==> src/design/rgb_hls_pkg.sv <==
// ----------------------------------------------------------------------------
// RGB to HLS converter package
// Shared item types, hue base codes and fixed-point constants.
// ----------------------------------------------------------------------------
`timescale 1ns / 1ps
`default_nettype none

package rgb_hls_pkg;

  localparam logic [1:0] BASE_RED   = 2'd0;
  localparam logic [1:0] BASE_GREEN = 2'd1;
  localparam logic [1:0] BASE_BLUE  = 2'd2;

  localparam logic [13:0] HUE_FULL   = 14'd5760;
  localparam logic [13:0] HUE_GREEN  = 14'd1920;
  localparam logic [13:0] HUE_BLUE   = 14'd3840;
  localparam logic [12:0] L_BLACK    = 13'd410;
  localparam logic [12:0] L_WHITE    = 13'd4055;
  localparam logic [8:0]  SUM_WHITE  = 9'd510;
  localparam logic [8:0]  SUM_HALF   = 9'd255;

  localparam int SAT_STEPS = 13;
  localparam int HUE_STEPS = 10;

  typedef struct packed {
    logic       hv;
    logic [1:0] base;
    logic       neg;
    logic [8:0] sum;
    logic [7:0] spread;
    logic [7:0] q;
  } item_t;

  typedef struct packed {
    logic [12:0] hue;
    logic        hue_valid;
    logic [12:0] lightness;
    logic [12:0] saturation;
  } result_t;

endpackage

`default_nettype wire

==> src/design/rgb_to_hls_converter_unit.sv <==
// ----------------------------------------------------------------------------
// RGB to HLS converter unit
// Converts 8-bit RGB pixels to nonlinear hue, lightness and saturation.
//
//   channel  | handshake        | payload
//   ---------+------------------+--------------------------------------------
//   request  | push / full      | red, green, blue
//   result   | empty / pop      | hue, hue_valid, lightness, saturation
//
// One request per cycle sustained while full is low; each request passes
// through the mid queue between front and back end, the sa and sb stages
// and the 13-stage saturation divider pipeline. Reset clears both queues
// and all stage valid flags. A full result queue freezes the back end when
// its last stage holds a result; full rises once the mid queue has filled.
// ----------------------------------------------------------------------------
`timescale 1ns / 1ps
`default_nettype none

module rgb_to_hls_converter_unit
  import rgb_hls_pkg::*;
#(
  parameter int MID_DEPTH = 4,
  parameter int OUT_DEPTH = 4
) (
  input  wire logic        clk,
  input  wire logic        rst,
  input  wire logic        push,
  output logic             full,
  input  wire logic [7:0]  red,
  input  wire logic [7:0]  green,
  input  wire logic [7:0]  blue,
  output logic             empty,
  input  wire logic        pop,
  output logic [12:0]      hue,
  output logic             hue_valid,
  output logic [12:0]      lightness,
  output logic [12:0]      saturation
);

  item_t   front_item;
  item_t   mid_item;
  logic    mid_empty;
  logic    mid_pop;
  logic    out_full;
  logic    out_push;
  result_t back_res;
  result_t out_res;

  rgb_hls_front u_front (
    .red   (red),
    .green (green),
    .blue  (blue),
    .item  (front_item)
  );

  rgb_hls_fifo #(
    .WIDTH ($bits(item_t)),
    .DEPTH (MID_DEPTH)
  ) u_mid_q (
    .clk   (clk),
    .rst   (rst),
    .push  (push),
    .din   (front_item),
    .full  (full),
    .pop   (mid_pop),
    .dout  (mid_item),
    .empty (mid_empty)
  );

  rgb_hls_back u_back (
    .clk      (clk),
    .rst      (rst),
    .in_item  (mid_item),
    .in_empty (mid_empty),
    .in_pop   (mid_pop),
    .out_full (out_full),
    .out_push (out_push),
    .out_res  (back_res)
  );

  rgb_hls_fifo #(
    .WIDTH ($bits(result_t)),
    .DEPTH (OUT_DEPTH)
  ) u_out_q (
    .clk   (clk),
    .rst   (rst),
    .push  (out_push),
    .din   (back_res),
    .full  (out_full),
    .pop   (pop),
    .dout  (out_res),
    .empty (empty)
  );

  assign hue        = out_res.hue;
  assign hue_valid  = out_res.hue_valid;
  assign lightness  = out_res.lightness;
  assign saturation = out_res.saturation;

  a_no_push_when_full: assert property (@(posedge clk) disable iff (rst)
    out_push |-> !out_full)
    else $error("result written into a full queue");

  a_no_pop_when_empty: assert property (@(posedge clk) disable iff (rst)
    mid_pop |-> !mid_empty)
    else $error("back end took from an empty queue");

  a_gray_zero: assert property (@(posedge clk) disable iff (rst)
    (!empty && !hue_valid) |-> (hue == '0 && saturation == '0))
    else $error("gray pixel with nonzero hue or saturation");

  a_sat_nonzero: assert property (@(posedge clk) disable iff (rst)
    (!empty && hue_valid) |-> (saturation != '0 && hue < 13'd5760))
    else $error("chromatic pixel with zero saturation or hue out of range");

endmodule

`default_nettype wire

==> src/design/rgb_hls_fifo.sv <==
// ----------------------------------------------------------------------------
// RGB to HLS small queue
// Register-based first-in first-out queue with full and empty flags.
// ----------------------------------------------------------------------------
`timescale 1ns / 1ps
`default_nettype none

module rgb_hls_fifo #(
  parameter int WIDTH = 8,
  parameter int DEPTH = 4
) (
  input  wire logic             clk,
  input  wire logic             rst,
  input  wire logic             push,
  input  wire logic [WIDTH-1:0] din,
  output logic                  full,
  input  wire logic             pop,
  output logic [WIDTH-1:0]      dout,
  output logic                  empty
);

  localparam int AW = (DEPTH > 1) ? $clog2(DEPTH) : 1;
  localparam int CW = $clog2(DEPTH + 1);

  logic [WIDTH-1:0] mem [DEPTH];
  logic [AW-1:0]    wr_ptr;
  logic [AW-1:0]    rd_ptr;
  logic [CW-1:0]    count;
  logic             do_push;
  logic             do_pop;

  assign full    = (count == CW'(DEPTH));
  assign empty   = (count == '0);
  assign do_push = push && !full;
  assign do_pop  = pop && !empty;
  assign dout    = mem[rd_ptr];

  always_ff @(posedge clk) begin
    if (do_push) begin
      mem[wr_ptr] <= din;
    end
  end

  always_ff @(posedge clk) begin
    if (rst) begin
      wr_ptr <= '0;
      rd_ptr <= '0;
      count  <= '0;
    end else begin
      if (do_push) begin
        wr_ptr <= (wr_ptr == AW'(DEPTH - 1)) ? '0 : wr_ptr + 1'b1;
      end
      if (do_pop) begin
        rd_ptr <= (rd_ptr == AW'(DEPTH - 1)) ? '0 : rd_ptr + 1'b1;
      end
      if (do_push && !do_pop) begin
        count <= count + 1'b1;
      end else if (do_pop && !do_push) begin
        count <= count - 1'b1;
      end
    end
  end

endmodule

`default_nettype wire

==> src/design/rgb_hls_front.sv <==
// ----------------------------------------------------------------------------
// RGB to HLS front end
// Sorts the pixel components, picks the dominant one and forms the hue term.
// ----------------------------------------------------------------------------
`timescale 1ns / 1ps
`default_nettype none

module rgb_hls_front
  import rgb_hls_pkg::*;
(
  input  wire logic [7:0] red,
  input  wire logic [7:0] green,
  input  wire logic [7:0] blue,
  output item_t           item
);

  logic [7:0] mx;
  logic [7:0] mn;
  logic [7:0] hi;
  logic [7:0] lo;
  logic [1:0] base;

  always_comb begin
    mx = (red > green) ? red : green;
    mx = (mx > blue) ? mx : blue;
    mn = (red < green) ? red : green;
    mn = (mn < blue) ? mn : blue;
    if (red == mx) begin
      base = BASE_RED;
      hi   = green;
      lo   = blue;
    end else if (green == mx) begin
      base = BASE_GREEN;
      hi   = blue;
      lo   = red;
    end else begin
      base = BASE_BLUE;
      hi   = red;
      lo   = green;
    end
    item.hv     = (mx != mn);
    item.base   = base;
    item.neg    = (hi < lo);
    item.q      = (hi < lo) ? (lo - hi) : (hi - lo);
    item.sum    = {1'b0, mx} + {1'b0, mn};
    item.spread = mx - mn;
  end

endmodule

`default_nettype wire

==> src/design/rgb_hls_back.sv <==
// ----------------------------------------------------------------------------
// RGB to HLS back end
// Lightness, squares, then pipelined restoring dividers for saturation and
// hue, one quotient bit per stage; the whole pipe holds when the result
// queue is full and the last divider stage holds a result.
// ----------------------------------------------------------------------------
`timescale 1ns / 1ps
`default_nettype none

module rgb_hls_back
  import rgb_hls_pkg::*;
(
  input  wire logic  clk,
  input  wire logic  rst,
  input  wire item_t in_item,
  input  wire logic  in_empty,
  output logic       in_pop,
  input  wire logic  out_full,
  output logic       out_push,
  output result_t    out_res
);

  typedef struct packed {
    logic        vld;
    logic        hv;
    logic [1:0]  base;
    logic        neg;
    logic [12:0] light;
    logic [7:0]  denom;
    logic [19:0] ns;
    logic [15:0] qsq;
    logic [15:0] sq;
  } sq_stage_t;

  typedef struct packed {
    logic        vld;
    logic        hv;
    logic [1:0]  base;
    logic        neg;
    logic [12:0] light;
    logic [7:0]  denom;
    logic [19:0] ns;
    logic [25:0] nh;
    logic [15:0] sq;
  } num_stage_t;

  typedef struct packed {
    logic        vld;
    logic        hv;
    logic [1:0]  base;
    logic        neg;
    logic [12:0] light;
    logic [7:0]  denom;
    logic [19:0] ns;
    logic [7:0]  rs;
    logic [12:0] qs;
    logic [25:0] nh;
    logic [15:0] sq;
    logic [15:0] rh;
    logic [9:0]  qh;
  } div_stage_t;

  sq_stage_t  sa;
  sq_stage_t  sa_next;
  num_stage_t sb;
  num_stage_t sb_next;
  div_stage_t dv      [SAT_STEPS];
  div_stage_t dv_next [SAT_STEPS];
  div_stage_t dv_src  [SAT_STEPS];
  logic       adv;

  assign adv      = !dv[SAT_STEPS-1].vld || !out_full;
  assign in_pop   = adv && !in_empty;
  assign out_push = dv[SAT_STEPS-1].vld && !out_full;

  // lightness, saturation numerator and the two squares
  logic [12:0] ly;
  logic [20:0] lp;
  logic [4:0]  lq0;
  logic [12:0] lr;
  logic [4:0]  lq;
  logic [8:0]  dfull;

  always_comb begin
    ly  = {1'b0, in_item.sum, 3'b000} + 13'd127;
    lp  = {ly, 8'h00} + {8'h00, ly};
    lq0 = lp[20:16];
    lr  = ly - ({lq0, 8'h00} - {8'h00, lq0});
    lq  = (lr >= 13'd255) ? lq0 + 5'd1 : lq0;
    dfull = (in_item.sum <= SUM_HALF) ? in_item.sum : SUM_WHITE - in_item.sum;

    sa_next.vld   = !in_empty;
    sa_next.hv    = in_item.hv;
    sa_next.base  = in_item.base;
    sa_next.neg   = in_item.neg;
    if (in_item.sum == '0) begin
      sa_next.light = L_BLACK;
    end else if (in_item.sum == SUM_WHITE) begin
      sa_next.light = L_WHITE;
    end else begin
      sa_next.light = {1'b0, in_item.sum, 3'b000} + {8'h00, lq};
    end
    sa_next.denom = dfull[7:0];
    sa_next.ns    = {in_item.spread, 12'h000} | {13'h0000, dfull[7:1]};
    sa_next.qsq   = in_item.q * in_item.q;
    sa_next.sq    = in_item.spread * in_item.spread;
  end

  // hue numerator: 960 * q^2 plus half the divisor
  always_comb begin
    sb_next.vld   = sa.vld;
    sb_next.hv    = sa.hv;
    sb_next.base  = sa.base;
    sb_next.neg   = sa.neg;
    sb_next.light = sa.light;
    sb_next.denom = sa.denom;
    sb_next.ns    = sa.ns;
    sb_next.sq    = sa.sq;
    sb_next.nh    = {sa.qsq, 10'h000} - {4'h0, sa.qsq, 6'h00} + {11'h000, sa.sq[15:1]};
  end

  always_ff @(posedge clk) begin
    if (rst) begin
      sa.vld <= 1'b0;
      sb.vld <= 1'b0;
    end else if (adv) begin
      sa <= sa_next;
      sb <= sb_next;
    end
  end

  for (genvar j = 0; j < SAT_STEPS; j++) begin : g_div
    if (j == 0) begin : g_init
      always_comb begin
        dv_src[j].vld   = sb.vld;
        dv_src[j].hv    = sb.hv;
        dv_src[j].base  = sb.base;
        dv_src[j].neg   = sb.neg;
        dv_src[j].light = sb.light;
        dv_src[j].denom = sb.denom;
        dv_src[j].ns    = sb.ns;
        dv_src[j].rs    = {1'b0, sb.ns[19:13]};
        dv_src[j].qs    = '0;
        dv_src[j].nh    = sb.nh;
        dv_src[j].sq    = sb.sq;
        dv_src[j].rh    = sb.nh[25:10];
        dv_src[j].qh    = '0;
      end
    end else begin : g_link
      assign dv_src[j] = dv[j-1];
    end

    logic [8:0]  snb;
    logic [7:0]  rs_step;
    logic [12:0] qs_step;
    always_comb begin
      snb = {dv_src[j].rs, dv_src[j].ns[SAT_STEPS-1-j]};
      if (snb >= {1'b0, dv_src[j].denom}) begin
        rs_step = 8'(snb - {1'b0, dv_src[j].denom});
        qs_step = {dv_src[j].qs[11:0], 1'b1};
      end else begin
        rs_step = snb[7:0];
        qs_step = {dv_src[j].qs[11:0], 1'b0};
      end
    end

    if (j < HUE_STEPS) begin : g_hue
      logic [16:0] hnb;
      logic [15:0] rh_step;
      logic [9:0]  qh_step;
      always_comb begin
        hnb = {dv_src[j].rh, dv_src[j].nh[HUE_STEPS-1-j]};
        if (hnb >= {1'b0, dv_src[j].sq}) begin
          rh_step = 16'(hnb - {1'b0, dv_src[j].sq});
          qh_step = {dv_src[j].qh[8:0], 1'b1};
        end else begin
          rh_step = hnb[15:0];
          qh_step = {dv_src[j].qh[8:0], 1'b0};
        end
        dv_next[j]    = dv_src[j];
        dv_next[j].rs = rs_step;
        dv_next[j].qs = qs_step;
        dv_next[j].rh = rh_step;
        dv_next[j].qh = qh_step;
      end
    end else begin : g_sat_only
      always_comb begin
        dv_next[j]    = dv_src[j];
        dv_next[j].rs = rs_step;
        dv_next[j].qs = qs_step;
      end
    end

    always_ff @(posedge clk) begin
      if (rst) begin
        dv[j].vld <= 1'b0;
      end else if (adv) begin
        dv[j] <= dv_next[j];
      end
    end
  end

  // place the hue term around its base and wrap into one turn
  div_stage_t  last;
  logic [13:0] base_hue;
  logic [13:0] mag;
  logic [13:0] hue_raw;
  logic [13:0] hue_wrap;

  assign last = dv[SAT_STEPS-1];

  always_comb begin
    unique case (last.base)
      BASE_RED:   base_hue = '0;
      BASE_GREEN: base_hue = HUE_GREEN;
      BASE_BLUE:  base_hue = HUE_BLUE;
      default:    base_hue = '0;
    endcase
    mag = {4'h0, last.qh};
    if (last.neg) begin
      hue_raw = (mag > base_hue) ? base_hue + HUE_FULL - mag : base_hue - mag;
    end else begin
      hue_raw = base_hue + mag;
    end
    hue_wrap = (hue_raw >= HUE_FULL) ? hue_raw - HUE_FULL : hue_raw;

    out_res.hue        = last.hv ? hue_wrap[12:0] : '0;
    out_res.hue_valid  = last.hv;
    out_res.lightness  = last.light;
    out_res.saturation = last.hv ? last.qs : '0;
  end

endmodule

`default_nettype wire
==> config.mk <==
export PLATFORM = sky130hd
export DESIGN_NAME = rgb_to_hls_converter_unit
export DESIGN_NICKNAME = d
export VERILOG_FILES = /design/src/design/rgb_hls_pkg.sv /design/src/design/rgb_to_hls_converter_unit.sv /design/src/design/rgb_hls_fifo.sv /design/src/design/rgb_hls_front.sv /design/src/design/rgb_hls_back.sv
export SDC_FILE = /design/constraint.sdc
export NUM_CORES = 2
export LEC_CHECK = 0
export ABC_AREA = 1
export BUFFER_PORTS_ARGS = -buffer_cell sky130_fd_sc_hd__clkbuf_2
export CORE_AREA = 2 2 348 350
export DETAILED_ROUTE_END_ITERATION = 16
export DIE_AREA = 0 0 350 352
export PLACE_DENSITY = 0.73
export SYNTH_ARGS = -nofsm -noshare
export SYNTH_HDL_FRONTEND = slang
export SYNTH_SLANG_ARGS = --single-unit
==> constraint.sdc <==
create_clock -name clk -period 20.6 [get_ports clk]
set_input_delay 1.03 -clock clk [delete_from_list [all_inputs] [get_ports clk]]
set_output_delay 1.03 -clock clk [all_outputs]
set_load 0.02 [all_outputs]
# Yosys cells after proc, flatten, opt, wreduce, memory -nomap -nowiden
# Memory sizes are Yosys's and may differ from the RTL's. A register that Yosys moved wholly into a read port is not among the register bits.
# Index checks and enable logic that the tools add are counted.
word_totals:
  regBits: 180
  ramBits: 2031
  input_bits: 28
  out_inout_bits: 42
  wordCells: 265
  memories: 3
classes:
  n_addsub: 49
  mul: 2
  magnitude_cmp: 32
  eq_ne: 12
  mux: 100
  bitwise_logic: 15
  n_reduce_logical: 27
mem_list:
  columns: ["name", "depth", "word_bits", "read_ports", "rd_ports_with_merged_regs", "write_ports", "line", "rtl"]
  rows:
  - ["u_back.dv", 13, 135, 13, 0, 13, "rgb_hls_back.sv:67", "div_stage_t dv [SAT_STEPS];"]
  - ["u_out_q.mem", 4, 40, 1, 1, 1, "rgb_hls_fifo.sv:25", "logic [WIDTH-1:0] mem [DEPTH];"]
  - ["u_mid_q.mem", 4, 29, 1, 1, 1, "rgb_hls_fifo.sv:25", null]
op_table:
  columns: ["cell", "count"]
  rows:
  - ["8-bit two-way mux", 23]
  - ["17-bit by 16-bit greater-or-equal comparator with 1-bit output", 10]
  - ["16-bit two-way mux", 10]
  - ["16-bit subtractor", 10]
  - ["8-bit subtractor", 16]
  - ["9-bit by 8-bit greater-or-equal comparator with 1-bit output", 12]
  - ["1-bit two-way mux", 45]
  - ["13-bit two-way mux", 3]
  - ["8-bit by 8-bit multiplier with 16-bit output", 2]
  - ["14-bit two-way mux", 2]
  - ["26-bit by 15-bit adder with 26-bit output", 1]
  - ["26-bit by 22-bit subtractor with 26-bit output", 1]
  - ["8-bit less-than comparator", 3]
  - ["12-bit one-hot mux with 2 select lines", 1]
  - ["21-bit by 13-bit adder with 21-bit output", 1]
  - ["2-bit two-way mux", 10]
  - ["20-bit by 7-bit bitwise OR with 20-bit output", 1]
  - ["8-bit equality test", 2]
  - ["8-bit > comparator", 2]
  - ["12-bit by 13-bit adder with 14-bit output, second input constant", 1]
  - ["14-bit by 13-bit greater-or-equal comparator with 1-bit output, second input constant", 1]
  - ["14-bit by 10-bit subtractor with 14-bit output", 1]
  - ["12-bit by 10-bit adder with 13-bit output", 1]
  - ["12-bit by 5-bit adder with 13-bit output", 1]
  - ["33 further kinds", 77]

# Longest topological paths before layout
# An unclocked memory read counts as a cell.
depth:
  depth_word: 10
  depth_mapped: 45
  depth_no_buf: 44

# Hierarchy
# Synthesis repeated with hierarchy kept, for this count alone.
unflattened:
  hier_cells: 6074
  area_unflattened_um2: 68134.1
modules_own_cells:
  columns: ["module", "n_inst", "cells_each", "area_each_um2"]
  rows:
  - ["rgb_hls_back", 1, 4751, 53465.0]
  - ["rgb_hls_fifo (u_out_q)", 1, 458, 6558.8]
  - ["rgb_hls_fifo (u_mid_q)", 1, 352, 5114.9]
  - ["rgb_hls_front", 1, 513, 2995.4]

# Worst setup path before layout
# OpenSTA, ideal clock, no wires.
synth_path:
  path_type: "input port to flip-flop"
  startpoint: "in rst"
  endpoint: "mem u_back.dv[0][0] (netlist bit) (enable)"
  setup_time_ns: 1.350
  arrival_time_ns: 20.898
  slack_ns: -1.648
  path_stages: 4
  path_buffers: 1
  cell_sequence: "inv_1 nand2_1 clkbuf_1 inv_1"
synth_rtl:
  columns: ["item", "line", "rtl"]
  rows:
  - ["start, declared", "rgb_to_hls_converter_unit.sv:26", "input wire logic rst,"]
  - ["end, declared", "rgb_hls_back.sv:67", null]

==> run_results.csv <==
group,metric,value,unit
run_status,status,"finished, final reports clean",
clocking,cts_resized,0,
placed_design,gp_congestion,0.874,
synthesis,synth_seq_cells,1323,
floorplanning,coreArea,119000,µm²
timing,fin_skew,0.0363,ns
floorplanning,dieArea,123000,µm²
run,maxCapViolCount,0,
floorplanning,row_count,127,
detailed_routing,wirelength,122000,µm
timing,tightest_slew,1.19,ns
placed_design,hpwl,87100,µm
detailed_routing,ant_nets,0,
timing,period_share,38.5,%
synthesis,synth_xor_area_share,3.83,%
setup_path,cp_max_fo,57,
clocking,clkLatencyLatePin,0.73,ns
timing,grt_setup_unrepaired,"no",
clocking,holdBufCountCts,0,
floorplanning,dieWidth,350,µm
final_layout,drive_gt1_share,6.27,%
setup_path,arrival,8.40,ns
synthesis,synthAdderAreaFrac,11.6,%
final_layout,final_common_cell,"edfxtp_1",
synthesis,syn-cell-area,65400,µm²
synthesis,ys_warn_count,0,
setup_path,path_buf_inv,5,
synthesis,ys_async_sr_fraction,0,%
setup_path,crit_path_max_incr_delay,1.01,ns
synthesis,synth_cell_type_count,63,
timing,period_needed,7.93,ns
global_route,grt_pass1_wl,198000,µm
synthesis,synth_top_area_share,59.8,%
global_route,grt_start_max_net_pins,187,
clocking,clock_sinks,1323,
detailed_routing,vias_per_cell,5.29,
detailed_routing,drc,0,
clocking,cts_inserted_buffers,132,
detailed_routing,post_drt_wl_per_cell,16.2,µm
final_layout,area_growth,9.49,%
clocking,path_clk_slew,0.06,ns
synthesis,synth.avg_cell_area,11.5,µm²
synthesis,netlist_top_cells_area,"edfxtp_1, ha_1, nand2_1",
clocking,cts_buffer_depth,3,
synthesis,synthSimpleGateAreaFrac,11.1,%
global_route,overflow,0,
clocking,cts_root_buffer,"clkbuf_16",
synthesis,synth_edf_count,1303,
hold_path,hp-class,"reg2reg",
timing,max_freq,0.126,GHz
synthesis,synth_top_family_by_area,"adder cells",
timing,finalHoldViolCount,0,
setup_path,worstPathRequired,21.07,ns
synthesis,synth_top_area_cell,"edfxtp_1",
detailed_routing,drt_pass1_iterations,8,
setup_path,path_delay_family,"adder cells",
synthesis,synth_mux_area_share,0.0306,%
synthesis,synth_fp_nets,6276,
placed_design,port_buffers,69,
timing,finalSetupTns,0,ns
detailed_routing,drtIter0Drc,2710,
global_route,grt_pass1_vias,39658,
timing,setup_viol,0,
final_layout,layout_common_cells,"edfxtp_1, nand2_1, inv_1",
setup_path,critPathMostFrequentCell,"nand2_1",
setup_path,crit_slowest_cell,"dfxtp_2",
timing,report.final.slew_viol_count,0,
floorplanning,initial_utilization,54.8,%
clocking,cts_max_level,4,
floorplanning,ios,70,
detailed_routing,vias,39837,
final_layout,layoutNonFillerInstCount,7527,
final_layout,final_nets,6400,
clocking,tritoncts,"done",
timing,relSlewSlack,20.6,%
global_route,antenna_found_initial,0,
placed_design,dp.cells,7291,
synthesis,syn-instance-count,5689,
synthesis,synth_ff_type,"edfxtp_1",
synthesis,synth_compound_area_share,8.07,%
synthesis,synth-seq-area-share,60.4,%
global_route,track_usage,20.0,%
setup_path,critPathKind,"reg2reg",
setup_path,start_kind,"flip-flop",
floorplanning,die_y,352,µm
final_layout,fillCellCount,9233,
clocking,cts_setup_buffers,0,
setup_path,end_kind,"flip-flop",
-- area by class of cell --
class / instances / area, µm² / area share, %
multi-input combinational: 3519 / 22700 / 31.6
clock buffer: 171 / 3540 / 4.94
timing repair buffer: 96 / 573 / 0.800
clock inverter: 64 / 533 / 0.744
inverter: 741 / 2790 / 3.89
sequential: 1323 / 39500 / 55.2
antenna: 1 / 2.50 / 0.00349
tap: 1612 / 2020 / 2.82
-- path summary, 6_finish.rpt --
kind / start / to / slack, ns / depth (start not counted)
worst min-delay path: u_back.dv[0][947] / u_back.dv[1][3] / 0.40 / 0
worst max register to register: flip-flop / u_back.sa[69] / 12.67 / 36
worst max-delay path: flip-flop / u_back.sa[69] / 12.67 / 36
worst min register to register: u_back.dv[0][947] / u_back.dv[1][3] / 0.40 / 0
-- cell usage after synthesis, types with 39 or more instances --
master and n:
edfxtp_1 1303, nand2_1 795, inv_1 718, nor2_1 535, ha_1 482, a21oi_1 439
o21ai_0 295, nand3_1 226, xor2_1 175, xnor2_1 111, clkbuf_1 77, fa_1 77
o22ai_1 47, nor3_1 44, a21o_1 39
-- worst register-to-register path: cells and delay by family (launching register included) --
kind            cells  cell delay, ns
fa+ha+maj           7            2.55
buf+inv             5            1.01
compound gates      4            0.61
simple gates       18            2.22
xor+xnor            2            0.27
flops               1            1.01
-- layer usage --
layer  part of all wire [%]  GRT usage (%)  up-vias
li1                       -              -    19974
met4                    4.1           8.77        0
met3                    3.6           2.94      256
met1                     40           22.9    18853
met5                      0              0        -
met2                     52           36.8      754
-- through the flow --
| stage | cell area (µm²) | hold slack, ns | setup WS [ns] | util (%) |
|---|---|---|---|---|
| detailed placement | 67600 | 0.405 | 12.67 | 56.6 |
| CTS | 71600 | 0.405 | 12.61 | 60.0 |
| global route | 71600 | 0.417 | 11.87 | 60.0 |
| floorplan | 65400 | 0.400 | 3.20 | - |
| finish | 71600 | 0.402 | 12.67 | 60.0 |
| global placement | 67600 | 0.401 | 12.76 | 56.6 |
-- cells by family (layout without fill, tap and decap cells) --
family          Yosys count  after routing
simple gates           1719           1719
xor+xnor                286            286
mux                       2              2
other cells               1              2
flops                  1323           1323
compound gates          952            952
fa+ha+maj               559            559
buf+inv                 847           1072
-- state kept, by name (all words and copies together), names as in the netlist, named ones only --
register and cells:
u_back.dv 900, u_out_q.mem 160, u_back.dv_next 71, u_mid_q.wr_ptr 2
u_out_q.count 3, u_mid_q.count 3, u_mid_q.mem 112, u_back.sa 62
u_mid_q.rd_ptr 2, u_out_q.wr_ptr 2, u_out_q.rd_ptr 2
Power is left out: the tool's default activity adds up to more than one toggle a clock period on the data nets, which glitch-free logic cannot reach.
